### config.mk
export PLATFORM = sky130hd
export DESIGN_NAME = yaml_quoted_string_escaper_unit
export DESIGN_NICKNAME = d
export VERILOG_FILES = /design/src/sv/yqse_pkg.sv /design/src/sv/yqse_front.sv /design/src/sv/yqse_queue.sv /design/src/sv/yqse_back.sv /design/src/sv/yaml_quoted_string_escaper_unit.sv
export SDC_FILE = /design/constraint.sdc
export NUM_CORES = 1
export LEC_CHECK = 0
export ABC_CLOCK_PERIOD_IN_PS = 24300
export BUFFER_PORTS_ARGS = -buffer_cell sky130_fd_sc_hd__buf_2
export CAP_MARGIN = 0
export CORE_MARGIN = 5
export CORE_UTILIZATION = 50
export DETAILED_ROUTE_END_ITERATION = 16
export PLACE_DENSITY = 0.63
export SETUP_SLACK_MARGIN = 0.02
export SYNTH_ARGS = -nofsm -noshare
export SYNTH_HDL_FRONTEND = slang
export SYNTH_SLANG_ARGS = --single-unit
### constraint.sdc
create_clock -name clk -period 24.3 [get_ports clk]
set_input_delay 1.215 -clock clk [delete_from_list [all_inputs] [get_ports clk]]
set_output_delay 1.215 -clock clk [all_outputs]
set_load 0.01 [all_outputs]
### src/sv/yqse_pkg.sv
// ----------------------------------------------------------------------------
// yqse_pkg
// Shared types, constants and helper functions of the YAML quoted string
// escaper: the UTF-8 validation table, byte classes and the command format
// that travels from the front end to the output sequencer.
// ----------------------------------------------------------------------------
`default_nettype none

package yqse_pkg;

  // Bytes one command can carry: opening quote, six escape bytes, closing quote.
  localparam int NCHAR    = 8;
  localparam int NCONTENT = 6;
  localparam int CNT_W    = 4;
  localparam int IDX_W    = 3;

  // Command queue between front end and output sequencer.
  localparam int QDEPTH = 4;
  localparam int QPTR_W = 2;
  localparam int QLVL_W = 3;
  localparam logic [QLVL_W-1:0] LVL_FULL = 3'd4;

  // Validation automaton.
  localparam int NSTATE = 9;
  localparam int NCLASS = 12;
  localparam logic [3:0] ST_ACCEPT = 4'd0;
  localparam logic [3:0] ST_REJECT = 4'd1;
  localparam logic [3:0] ST_LAST   = 4'd8;

  localparam logic [3:0] NEXT_STATE [NSTATE*NCLASS] = '{
    4'd0, 4'd1, 4'd2, 4'd3, 4'd5, 4'd8, 4'd7, 4'd1, 4'd1, 4'd1, 4'd4, 4'd6,
    4'd1, 4'd1, 4'd1, 4'd1, 4'd1, 4'd1, 4'd1, 4'd1, 4'd1, 4'd1, 4'd1, 4'd1,
    4'd1, 4'd0, 4'd1, 4'd1, 4'd1, 4'd1, 4'd1, 4'd0, 4'd1, 4'd0, 4'd1, 4'd1,
    4'd1, 4'd2, 4'd1, 4'd1, 4'd1, 4'd1, 4'd1, 4'd2, 4'd1, 4'd2, 4'd1, 4'd1,
    4'd1, 4'd1, 4'd1, 4'd1, 4'd1, 4'd1, 4'd1, 4'd2, 4'd1, 4'd1, 4'd1, 4'd1,
    4'd1, 4'd2, 4'd1, 4'd1, 4'd1, 4'd1, 4'd1, 4'd1, 4'd1, 4'd2, 4'd1, 4'd1,
    4'd1, 4'd1, 4'd1, 4'd1, 4'd1, 4'd1, 4'd1, 4'd3, 4'd1, 4'd3, 4'd1, 4'd1,
    4'd1, 4'd3, 4'd1, 4'd1, 4'd1, 4'd1, 4'd1, 4'd3, 4'd1, 4'd3, 4'd1, 4'd1,
    4'd1, 4'd3, 4'd1, 4'd1, 4'd1, 4'd1, 4'd1, 4'd1, 4'd1, 4'd1, 4'd1, 4'd1
  };

  // Characters used in the output text.
  localparam logic [7:0] CH_QUOTE  = 8'h22;
  localparam logic [7:0] CH_BSLASH = 8'h5C;
  localparam logic [7:0] CH_LOW_T  = 8'h74;
  localparam logic [7:0] CH_LOW_N  = 8'h6E;
  localparam logic [7:0] CH_LOW_R  = 8'h72;
  localparam logic [7:0] CH_LOW_X  = 8'h78;
  localparam logic [7:0] CH_LOW_U  = 8'h75;
  localparam logic [7:0] CH_USCORE = 8'h5F;
  localparam logic [7:0] CH_UP_N   = 8'h4E;
  localparam logic [7:0] CH_UP_L   = 8'h4C;
  localparam logic [7:0] CH_UP_P   = 8'h50;

  typedef struct packed {
    logic [NCHAR-1:0][7:0] chars;
    logic [CNT_W-1:0]      count;
    logic                  close;
    logic                  bad;
  } cmd_t;

  function automatic logic [3:0] byte_class(input logic [7:0] b);
    logic [3:0] cls;
    if (b < 8'h80)       cls = 4'd0;
    else if (b < 8'h90)  cls = 4'd1;
    else if (b < 8'hA0)  cls = 4'd9;
    else if (b < 8'hC0)  cls = 4'd7;
    else if (b < 8'hC2)  cls = 4'd8;
    else if (b < 8'hE0)  cls = 4'd2;
    else if (b == 8'hE0) cls = 4'd10;
    else if (b == 8'hED) cls = 4'd4;
    else if (b < 8'hF0)  cls = 4'd3;
    else if (b == 8'hF0) cls = 4'd11;
    else if (b < 8'hF4)  cls = 4'd6;
    else if (b == 8'hF4) cls = 4'd5;
    else                 cls = 4'd8;
    return cls;
  endfunction

  function automatic logic [7:0] hex_char(input logic [3:0] v);
    logic [7:0] ch;
    if (v < 4'd10) ch = 8'h30 + {4'h0, v};
    else           ch = 8'h37 + {4'h0, v};
    return ch;
  endfunction

endpackage

`default_nettype wire

### src/sv/yqse_front.sv
// ----------------------------------------------------------------------------
// yqse_front
// Accepts one source byte per cycle unless q_full, steps the UTF-8 validation
// automaton and turns the byte into a command: all the output bytes it causes.
// ----------------------------------------------------------------------------
`default_nettype none

module yqse_front
  import yqse_pkg::*;
(
  input  wire logic       clk,
  input  wire logic       rst,
  input  wire logic       data_valid,
  input  wire logic [7:0] data_byte,
  input  wire logic       end_of_string,
  input  wire logic       q_full,
  output logic            data_stall,
  output logic            push,
  output cmd_t            cmd
);

  logic [3:0]  decoder_state;
  logic [20:0] code_accum;
  logic [7:0]  held_bytes [3];
  logic [1:0]  held_count;
  logic        string_open;
  logic        error_seen;

  logic              accept;
  logic [3:0]        eff_state;
  logic [3:0]        cls;
  logic [6:0]        tbl_idx;
  logic [3:0]        ns;
  logic              active;
  logic [20:0]       accum_next;
  logic [7:0]        content [NCONTENT];
  logic [2:0]        content_cnt;
  logic              error_next;
  logic [3:0]        state_after;
  logic              hold_byte;

  assign data_stall = q_full;
  assign accept     = data_valid && !q_full;

  always_comb begin
    eff_state = (decoder_state > ST_LAST) ? ST_REJECT : decoder_state;
    cls       = byte_class(data_byte);
    tbl_idx   = 7'({3'b000, eff_state} * 7'd12 + {3'b000, cls});
    ns        = NEXT_STATE[tbl_idx];
    active    = (eff_state != ST_REJECT);
    if (eff_state != ST_ACCEPT) begin
      accum_next = {code_accum[14:0], data_byte[5:0]};
    end else begin
      accum_next = {13'b0, data_byte & (8'hFF >> cls)};
    end
    error_next  = error_seen || (active && ns == ST_REJECT);
    state_after = active ? ns : eff_state;
    hold_byte   = active && ns != ST_ACCEPT && ns != ST_REJECT && held_count < 2'd3;
  end

  // Escape mapping of a completed code point.
  always_comb begin
    for (int k = 0; k < NCONTENT; k++) begin
      content[k] = 8'h00;
    end
    content_cnt = 3'd0;
    if (active && ns == ST_ACCEPT) begin
      if (accum_next <= 21'h7F) begin
        if (accum_next >= 21'h20 && accum_next <= 21'h7E) begin
          if (accum_next[7:0] == CH_QUOTE || accum_next[7:0] == CH_BSLASH) begin
            content[0]  = CH_BSLASH;
            content[1]  = accum_next[7:0];
            content_cnt = 3'd2;
          end else begin
            content[0]  = accum_next[7:0];
            content_cnt = 3'd1;
          end
        end else if (accum_next == 21'h09) begin
          content[0]  = CH_BSLASH;
          content[1]  = CH_LOW_T;
          content_cnt = 3'd2;
        end else if (accum_next == 21'h0A) begin
          content[0]  = CH_BSLASH;
          content[1]  = CH_LOW_N;
          content_cnt = 3'd2;
        end else if (accum_next == 21'h0D) begin
          content[0]  = CH_BSLASH;
          content[1]  = CH_LOW_R;
          content_cnt = 3'd2;
        end else begin
          content[0]  = CH_BSLASH;
          content[1]  = CH_LOW_X;
          content[2]  = hex_char(accum_next[7:4]);
          content[3]  = hex_char(accum_next[3:0]);
          content_cnt = 3'd4;
        end
      end else if (accum_next == 21'hA0) begin
        content[0]  = CH_BSLASH;
        content[1]  = CH_USCORE;
        content_cnt = 3'd2;
      end else if (accum_next == 21'h85) begin
        content[0]  = CH_BSLASH;
        content[1]  = CH_UP_N;
        content_cnt = 3'd2;
      end else if (accum_next == 21'h2028) begin
        content[0]  = CH_BSLASH;
        content[1]  = CH_UP_L;
        content_cnt = 3'd2;
      end else if (accum_next == 21'h2029) begin
        content[0]  = CH_BSLASH;
        content[1]  = CH_UP_P;
        content_cnt = 3'd2;
      end else if (accum_next >= 21'h10000 ||
                   (accum_next >= 21'hA0 && accum_next <= 21'hD7FF) ||
                   (accum_next >= 21'hE000 && accum_next <= 21'hFFFD)) begin
        // Printable multi-byte character: replay the raw bytes.
        for (int k = 0; k < 4; k++) begin
          if (k < 3 && 2'(k) < held_count) begin
            content[k] = held_bytes[k];
          end else if (3'(k) == {1'b0, held_count}) begin
            content[k] = data_byte;
          end
        end
        content_cnt = {1'b0, held_count} + 3'd1;
      end else begin
        content[0]  = CH_BSLASH;
        content[1]  = CH_LOW_U;
        content[2]  = hex_char(accum_next[15:12]);
        content[3]  = hex_char(accum_next[11:8]);
        content[4]  = hex_char(accum_next[7:4]);
        content[5]  = hex_char(accum_next[3:0]);
        content_cnt = 3'd6;
      end
    end
  end

  // Assemble the command: optional opening quote, content, optional closing quote.
  always_comb begin
    logic       open_q;
    logic [3:0] pos;
    open_q = !string_open;
    for (int k = 0; k < NCHAR; k++) begin
      pos = 4'(k) - {3'b000, open_q};
      if (open_q && k == 0) begin
        cmd.chars[k] = CH_QUOTE;
      end else if (pos < {1'b0, content_cnt}) begin
        cmd.chars[k] = content[pos[2:0]];
      end else if (pos == {1'b0, content_cnt} && end_of_string) begin
        cmd.chars[k] = CH_QUOTE;
      end else begin
        cmd.chars[k] = 8'h00;
      end
    end
    cmd.count = {3'b000, open_q} + {1'b0, content_cnt} + {3'b000, end_of_string};
    cmd.close = end_of_string;
    cmd.bad   = end_of_string && (error_next || state_after != ST_ACCEPT);
    push      = accept && cmd.count != 4'd0;
  end

  always_ff @(posedge clk) begin
    if (rst) begin
      decoder_state <= ST_ACCEPT;
      code_accum    <= 21'd0;
      held_count    <= 2'd0;
      string_open   <= 1'b0;
      error_seen    <= 1'b0;
    end else if (accept) begin
      if (end_of_string) begin
        decoder_state <= ST_ACCEPT;
        code_accum    <= 21'd0;
        held_count    <= 2'd0;
        string_open   <= 1'b0;
        error_seen    <= 1'b0;
      end else begin
        decoder_state <= state_after;
        string_open   <= 1'b1;
        error_seen    <= error_next;
        if (active) begin
          code_accum <= accum_next;
          if (ns == ST_ACCEPT || ns == ST_REJECT) begin
            held_count <= 2'd0;
          end else if (hold_byte) begin
            held_count <= held_count + 2'd1;
          end
        end
      end
    end
  end

  always_ff @(posedge clk) begin
    if (accept && hold_byte) begin
      held_bytes[held_count] <= data_byte;
    end
  end

endmodule

`default_nettype wire

### src/sv/yqse_queue.sv
// ----------------------------------------------------------------------------
// yqse_queue
// Short command queue that decouples the front end from the output sequencer.
// ----------------------------------------------------------------------------
`default_nettype none

module yqse_queue
  import yqse_pkg::*;
(
  input  wire logic              clk,
  input  wire logic              rst,
  input  wire logic              push,
  input  wire cmd_t              push_cmd,
  input  wire logic              pop,
  output cmd_t                   head,
  output logic                   head_valid,
  output logic [QLVL_W-1:0]      level
);

  cmd_t              entries [QDEPTH];
  logic [QPTR_W-1:0] wr_ptr;
  logic [QPTR_W-1:0] rd_ptr;

  assign head       = entries[rd_ptr];
  assign head_valid = (level != '0);

  always_ff @(posedge clk) begin
    if (rst) begin
      wr_ptr <= '0;
      rd_ptr <= '0;
      level  <= '0;
    end else begin
      if (push) begin
        wr_ptr <= wr_ptr + 1'b1;
      end
      if (pop) begin
        rd_ptr <= rd_ptr + 1'b1;
      end
      if (push && !pop) begin
        level <= level + 1'b1;
      end else if (pop && !push) begin
        level <= level - 1'b1;
      end
    end
  end

  always_ff @(posedge clk) begin
    if (push) begin
      entries[wr_ptr] <= push_cmd;
    end
  end

endmodule

`default_nettype wire

### src/sv/yqse_back.sv
// ----------------------------------------------------------------------------
// yqse_back
// Output sequencer: walks the bytes of the command at the queue head, one
// output byte per cycle unless stalled, and retires it after its last byte.
// ----------------------------------------------------------------------------
`default_nettype none

module yqse_back
  import yqse_pkg::*;
(
  input  wire logic       clk,
  input  wire logic       rst,
  input  wire cmd_t       head,
  input  wire logic       head_valid,
  input  wire logic       char_stall,
  output logic            char_valid,
  output logic [7:0]      out_char,
  output logic            out_last,
  output logic            bad_utf8,
  output logic            pop
);

  logic [IDX_W-1:0] idx;
  logic             at_end;
  logic             take;

  assign char_valid = head_valid;
  assign at_end     = ({1'b0, idx} == head.count - 4'd1);
  assign out_char   = head.chars[idx];
  assign out_last   = head.close && at_end;
  assign bad_utf8   = head.bad && out_last;
  assign take       = head_valid && !char_stall;
  assign pop        = take && at_end;

  always_ff @(posedge clk) begin
    if (rst) begin
      idx <= '0;
    end else if (take) begin
      if (at_end) begin
        idx <= '0;
      end else begin
        idx <= idx + 1'b1;
      end
    end
  end

endmodule

`default_nettype wire

### src/sv/yaml_quoted_string_escaper_unit.sv
// ----------------------------------------------------------------------------
// yaml_quoted_string_escaper_unit
// Converts a UTF-8 byte stream into YAML double-quoted text with escapes.
// ----------------------------------------------------------------------------
// Input channel: one source byte per request (data_byte, end_of_string),
// taken when data_valid is high and data_stall is low. end_of_string marks
// the last byte of a string; the next byte starts a new string.
// Output channel: one text byte per request (out_char), taken when
// char_valid is high and char_stall is low. out_last flags the closing quote
// and bad_utf8 on that byte reports malformed or truncated input.
// Each input byte yields zero to eight output bytes. The front end decodes a
// byte in the cycle it is taken and queues its output bytes as one command,
// sent once it reaches the queue head. Input runs at one byte per cycle
// while the four-entry command queue has room; the output sequencer sends
// one byte per cycle while char_stall is low, so escapes of up to eight
// bytes slow the input only once the queue fills. When the receiver stalls,
// the current output byte holds and data_stall rises once the queue is full.
// Reset clears the decoder, the open-string state and the queue.
// ----------------------------------------------------------------------------
`default_nettype none

module yaml_quoted_string_escaper_unit
  import yqse_pkg::*;
(
  input  wire logic       clk,
  input  wire logic       rst,
  input  wire logic       data_valid,
  output logic            data_stall,
  input  wire logic [7:0] data_byte,
  input  wire logic       end_of_string,
  output logic            char_valid,
  input  wire logic       char_stall,
  output logic [7:0]      out_char,
  output logic            out_last,
  output logic            bad_utf8
);

  cmd_t              front_cmd;
  logic              push;
  cmd_t              head;
  logic              head_valid;
  logic              pop;
  logic [QLVL_W-1:0] q_level;
  logic              q_full;

  assign q_full = (q_level == LVL_FULL);

  yqse_front u_front (
    .clk           (clk),
    .rst           (rst),
    .data_valid    (data_valid),
    .data_byte     (data_byte),
    .end_of_string (end_of_string),
    .q_full        (q_full),
    .data_stall    (data_stall),
    .push          (push),
    .cmd           (front_cmd)
  );

  yqse_queue u_queue (
    .clk        (clk),
    .rst        (rst),
    .push       (push),
    .push_cmd   (front_cmd),
    .pop        (pop),
    .head       (head),
    .head_valid (head_valid),
    .level      (q_level)
  );

  yqse_back u_back (
    .clk        (clk),
    .rst        (rst),
    .head       (head),
    .head_valid (head_valid),
    .char_stall (char_stall),
    .char_valid (char_valid),
    .out_char   (out_char),
    .out_last   (out_last),
    .bad_utf8   (bad_utf8),
    .pop        (pop)
  );

  // The error flag may only ride on the closing quote.
  a_bad_on_last: assert property (@(posedge clk) disable iff (rst)
    char_valid && bad_utf8 |-> out_last)
    else $error("bad_utf8 set on a byte other than the closing quote");

  // A command is never written into a full queue.
  a_no_overflow: assert property (@(posedge clk) disable iff (rst)
    push |-> !q_full)
    else $error("command pushed into a full queue");

  // Queue occupancy stays within its depth.
  a_level_bound: assert property (@(posedge clk) disable iff (rst)
    q_level <= LVL_FULL)
    else $error("command queue level out of range");

  // The sequencer never retires a command the queue does not hold.
  a_no_underflow: assert property (@(posedge clk) disable iff (rst)
    pop |-> head_valid && q_level != '0)
    else $error("command popped from an empty queue");

endmodule

`default_nettype wire

==> metrics.txt <==
result of the run=completed; Die Area=about 0.036 mm²; antenna violations before repair=0; TNS Setup=0 ns; synth unique cells=100; Core Rows=66; Cells after Synth=1301; Final Wtd Congestion=around 1; highest ir drop seen on vdd=54.1 µV; final layout net count=around 1400; drt first-iter violations=about 1200; Clock transition at path regs=approximately 0.060 ns; Chip Width=190 µm; synthesis-to-finish area growth=8.78%; Critical Setup Path Class=in -> reg; crit-path max cell delay=slightly below 0.8 ns; dpl ws=about 15 ns; commonest cells after routing, fill and taps aside=268 x edfxtp_1, 97 x nand2_1, 88 x nor2_1, 67 x mux4_2, 63 x a21oi_1; syn avg cell area=approximately 12 µm²; Critical path buffers and inverters=4; Cell Pwr Density=around 90 mW/mm²; number of CTS-inserted buffers=30; post-synth net total=1363; internal power=1.06 mW; share of cells above drive strength 1=16.0%; Final WS setup=15.64 ns; Yosys warning count=0; largest net degree at the start of global routing=a little over 60; Worst Path Required=around 25 ns; placed cell area=about 0.017 mm²; share of power burned in the clock network=27.7%; Final HPWL DP=30.7 mm; RSZ-0062 raised after global routing=no; final WL=around 44 mm; startpoint types=primary input; Worst Hold Class=reg -> reg; Hold Buf Count CTS=0; Core Box Area=0.0323 mm²; wire per inst=~25 µm; Leakage=roughly 6 nW; Mapped Area=approximately 0.016 mm²; commonest non-fill, non-tap cell in the layout=edfxtp_1; count of state elements after synthesis=303; Setup crit end kind=flip-flop; register area share after synthesis=between 50% and 60%; Final Cell Area=0.0176 mm²; Slowest-stage cell, CP=nand2_1; CTS H-tree depth=1; root buffer cell=clkbuf_16; gr usage total=24.2%; Port Buffers=24; share of async-settable or async-resettable flops after synthesis=0%; vias in the first global route=around 11000; Worst Tran Pin Value=approximately 1.1 ns; Final Hold Fails=0; DR vias/cell=about 6.4; Die H=about 190 µm; max-cap check violation count=0; Detail Route Antenna Nets=0; Main synth FF type=edfxtp_1; cell family with most CP delay=simple AND/OR/NAND/NOR gates; Max Fclk=about 0.12 GHz; Switching Share=32.2%; # setup viols final=0; Vias=about 11000; Ant. Diodes=0; Final period util=a little over a third; drt drc=0; relative slew slack=22.9%; num ports=25; crit path max fanout=28; total congestion overflow=0; Worst-Skew Late Latency=0.58 ns; # clock sinks=~300; Net Switching=between 500 and 600 µW; Initial Utilization=between 50% and 60%; Max Transition Viols Final=0; CP Data Arrival Time=between 9 and 10 ns; CTS tree=built; deepest clock path buffer count=3; Final Non-Filler Cells=between 1500 and 2000; Post-CTS Setup Repair Bufs=0; Comb pwr share=~29%; first-pass GRT wire length=about 67 mm; DRT Pass-1 Iters=6; Post-synth EDFFs=approximately 270; Final min period=~8.7 ns; Layout Skew=about 0.019 ns; Flop pwr share=roughly 43%; Placed Cells=about 1700; cts repair resizes=0
## final timing paths
kind / from / to / slack (ns) / depth (start not counted)
max: data_byte[2] / u_queue.level[2]$_SDFFE_PP0P_ / 15.64 / 27
min reg2reg: u_front.error_seen$_SDFFE_PP0P_ / u_front.error_seen$_SDFFE_PP0P_ / 0.48 / 2
max reg2reg: u_front.decoder_state[1]$_SDFFE_PP0P_ / u_queue.level[2]$_SDFFE_PP0P_ / 15.82 / 30
min: u_front.error_seen$_SDFFE_PP0P_ / u_front.error_seen$_SDFFE_PP0P_ / 0.48 / 2
## registers in the layout (all words and copies together), names as in the netlist, named ones only
| name | count |
|---|---|
| u_back.idx | 3 |
| u_front.code_accum | 15 |
| u_front.decoder_state | 4 |
| u_front.error_seen | 1 |
| u_front.held_bytes | 24 |
| u_front.held_count | 2 |
| u_front.string_open | 1 |
| u_queue.entries | 244 |
| u_queue.level | 3 |
| u_queue.rd_ptr | 2 |
| u_queue.wr_ptr | 2 |
## tightest hold or removal path, stage by stage, from the launching register on
cell	delay, ns
dfxtp_1	0.31
inv_1	0.05
a221oi_1	0.06
## synth_stat cells, types with 12 or more instances
master | number | share of area (%)
nand3_1 | 27 | 0.83
and3_1 | 15 | 0.58
nor4_1 | 16 | 0.62
edfxtp_1 | 268 | 50
o211ai_1 | 15 | 0.69
a21oi_1 | 63 | 1.9
o22ai_1 | 15 | 0.58
ha_1 | 45 | 3.5
mux2i_1 | 30 | 1.9
o21ai_0 | 37 | 1.1
nand2_1 | 97 | 2.2
buf_2 | 13 | 0.40
a211oi_1 | 14 | 0.65
nor2_1 | 88 | 2.0
a31oi_1 | 12 | 0.46
and2_1 | 18 | 0.69
or3_1 | 17 | 0.66
mux4_2 | 67 | 9.3
nor3_1 | 34 | 1.0
nand4_1 | 16 | 0.62
inv_1 | 49 | 1.1
o21a_1 | 12 | 0.56
dfxtp_1 | 35 | 4.3
xnor2_1 | 12 | 0.65
clkbuf_1 | 56 | 1.3
a22oi_1 | 14 | 0.65
## stage by stage
| stage | total power, mW | util (%) | hold WS, ns |
|---|---|---|---|
| after floorplan | 0.995 | - | 0.447 |
| final | 1.57 | 54.6 | 0.476 |
| after CTS | 1.58 | 54.6 | 0.471 |
| after detailed placement | 1.14 | 51.8 | 0.460 |
| after global routing | 1.64 | 54.6 | 0.525 |
| after global placement | 1.13 | 51.8 | 0.464 |
## cell families (layout without fill, tap and decap cells)
| family | count (synthesis) | after routing | share of synthesized area, % |
|---|---|---|---|
| multiplexers | 108 | 108 | 11.9 |
| buffers and inverters | 134 | 149 | 3.26 |
| XOR/XNOR | 21 | 21 | 1.30 |
| adder cells (fa/ha/maj) | 49 | 49 | 3.97 |
| flip-flops | 303 | 303 | 53.9 |
| AND/OR/NAND/NOR | 398 | 398 | 12.7 |
| AO/OA/AOI/OAI | 288 | 288 | 12.9 |
## metal layers
| metal | track usage (%) | vias to the layer above | share of wire (%) |
|---|---|---|---|
| li1 | - | 5073 | - |
| met1 | 34.2 | 5614 | 42 |
| met5 | 0 | - | 0 |
| met4 | 8.79 | 0 | 4.2 |
| met2 | 39.2 | 466 | 48 |
| met3 | 2.51 | 107 | 5.7 |
## layout make-up
type                       instances  area [µm²]
sequential                       303        8750
tap                              442         553
timing repair buffer              42         255
clock inverter                    20         163
fill                            2715       14600
multi-input combinational        864        6950
clock buffer                      34         766
inverter                          53         200
## power by group through the flow
stage          Clock, mW  Sequential [mW]  Combinational (mW)
2_1_floorplan          0            0.683               0.312
3_3_place_gp           0            0.688               0.446
3_5_place_dp           0            0.692               0.449
4_1_cts            0.446            0.681               0.452
5_1_grt            0.469            0.687               0.487
6_report           0.434            0.680               0.452
No activity file was read; power rests on OpenSTA's default activity.
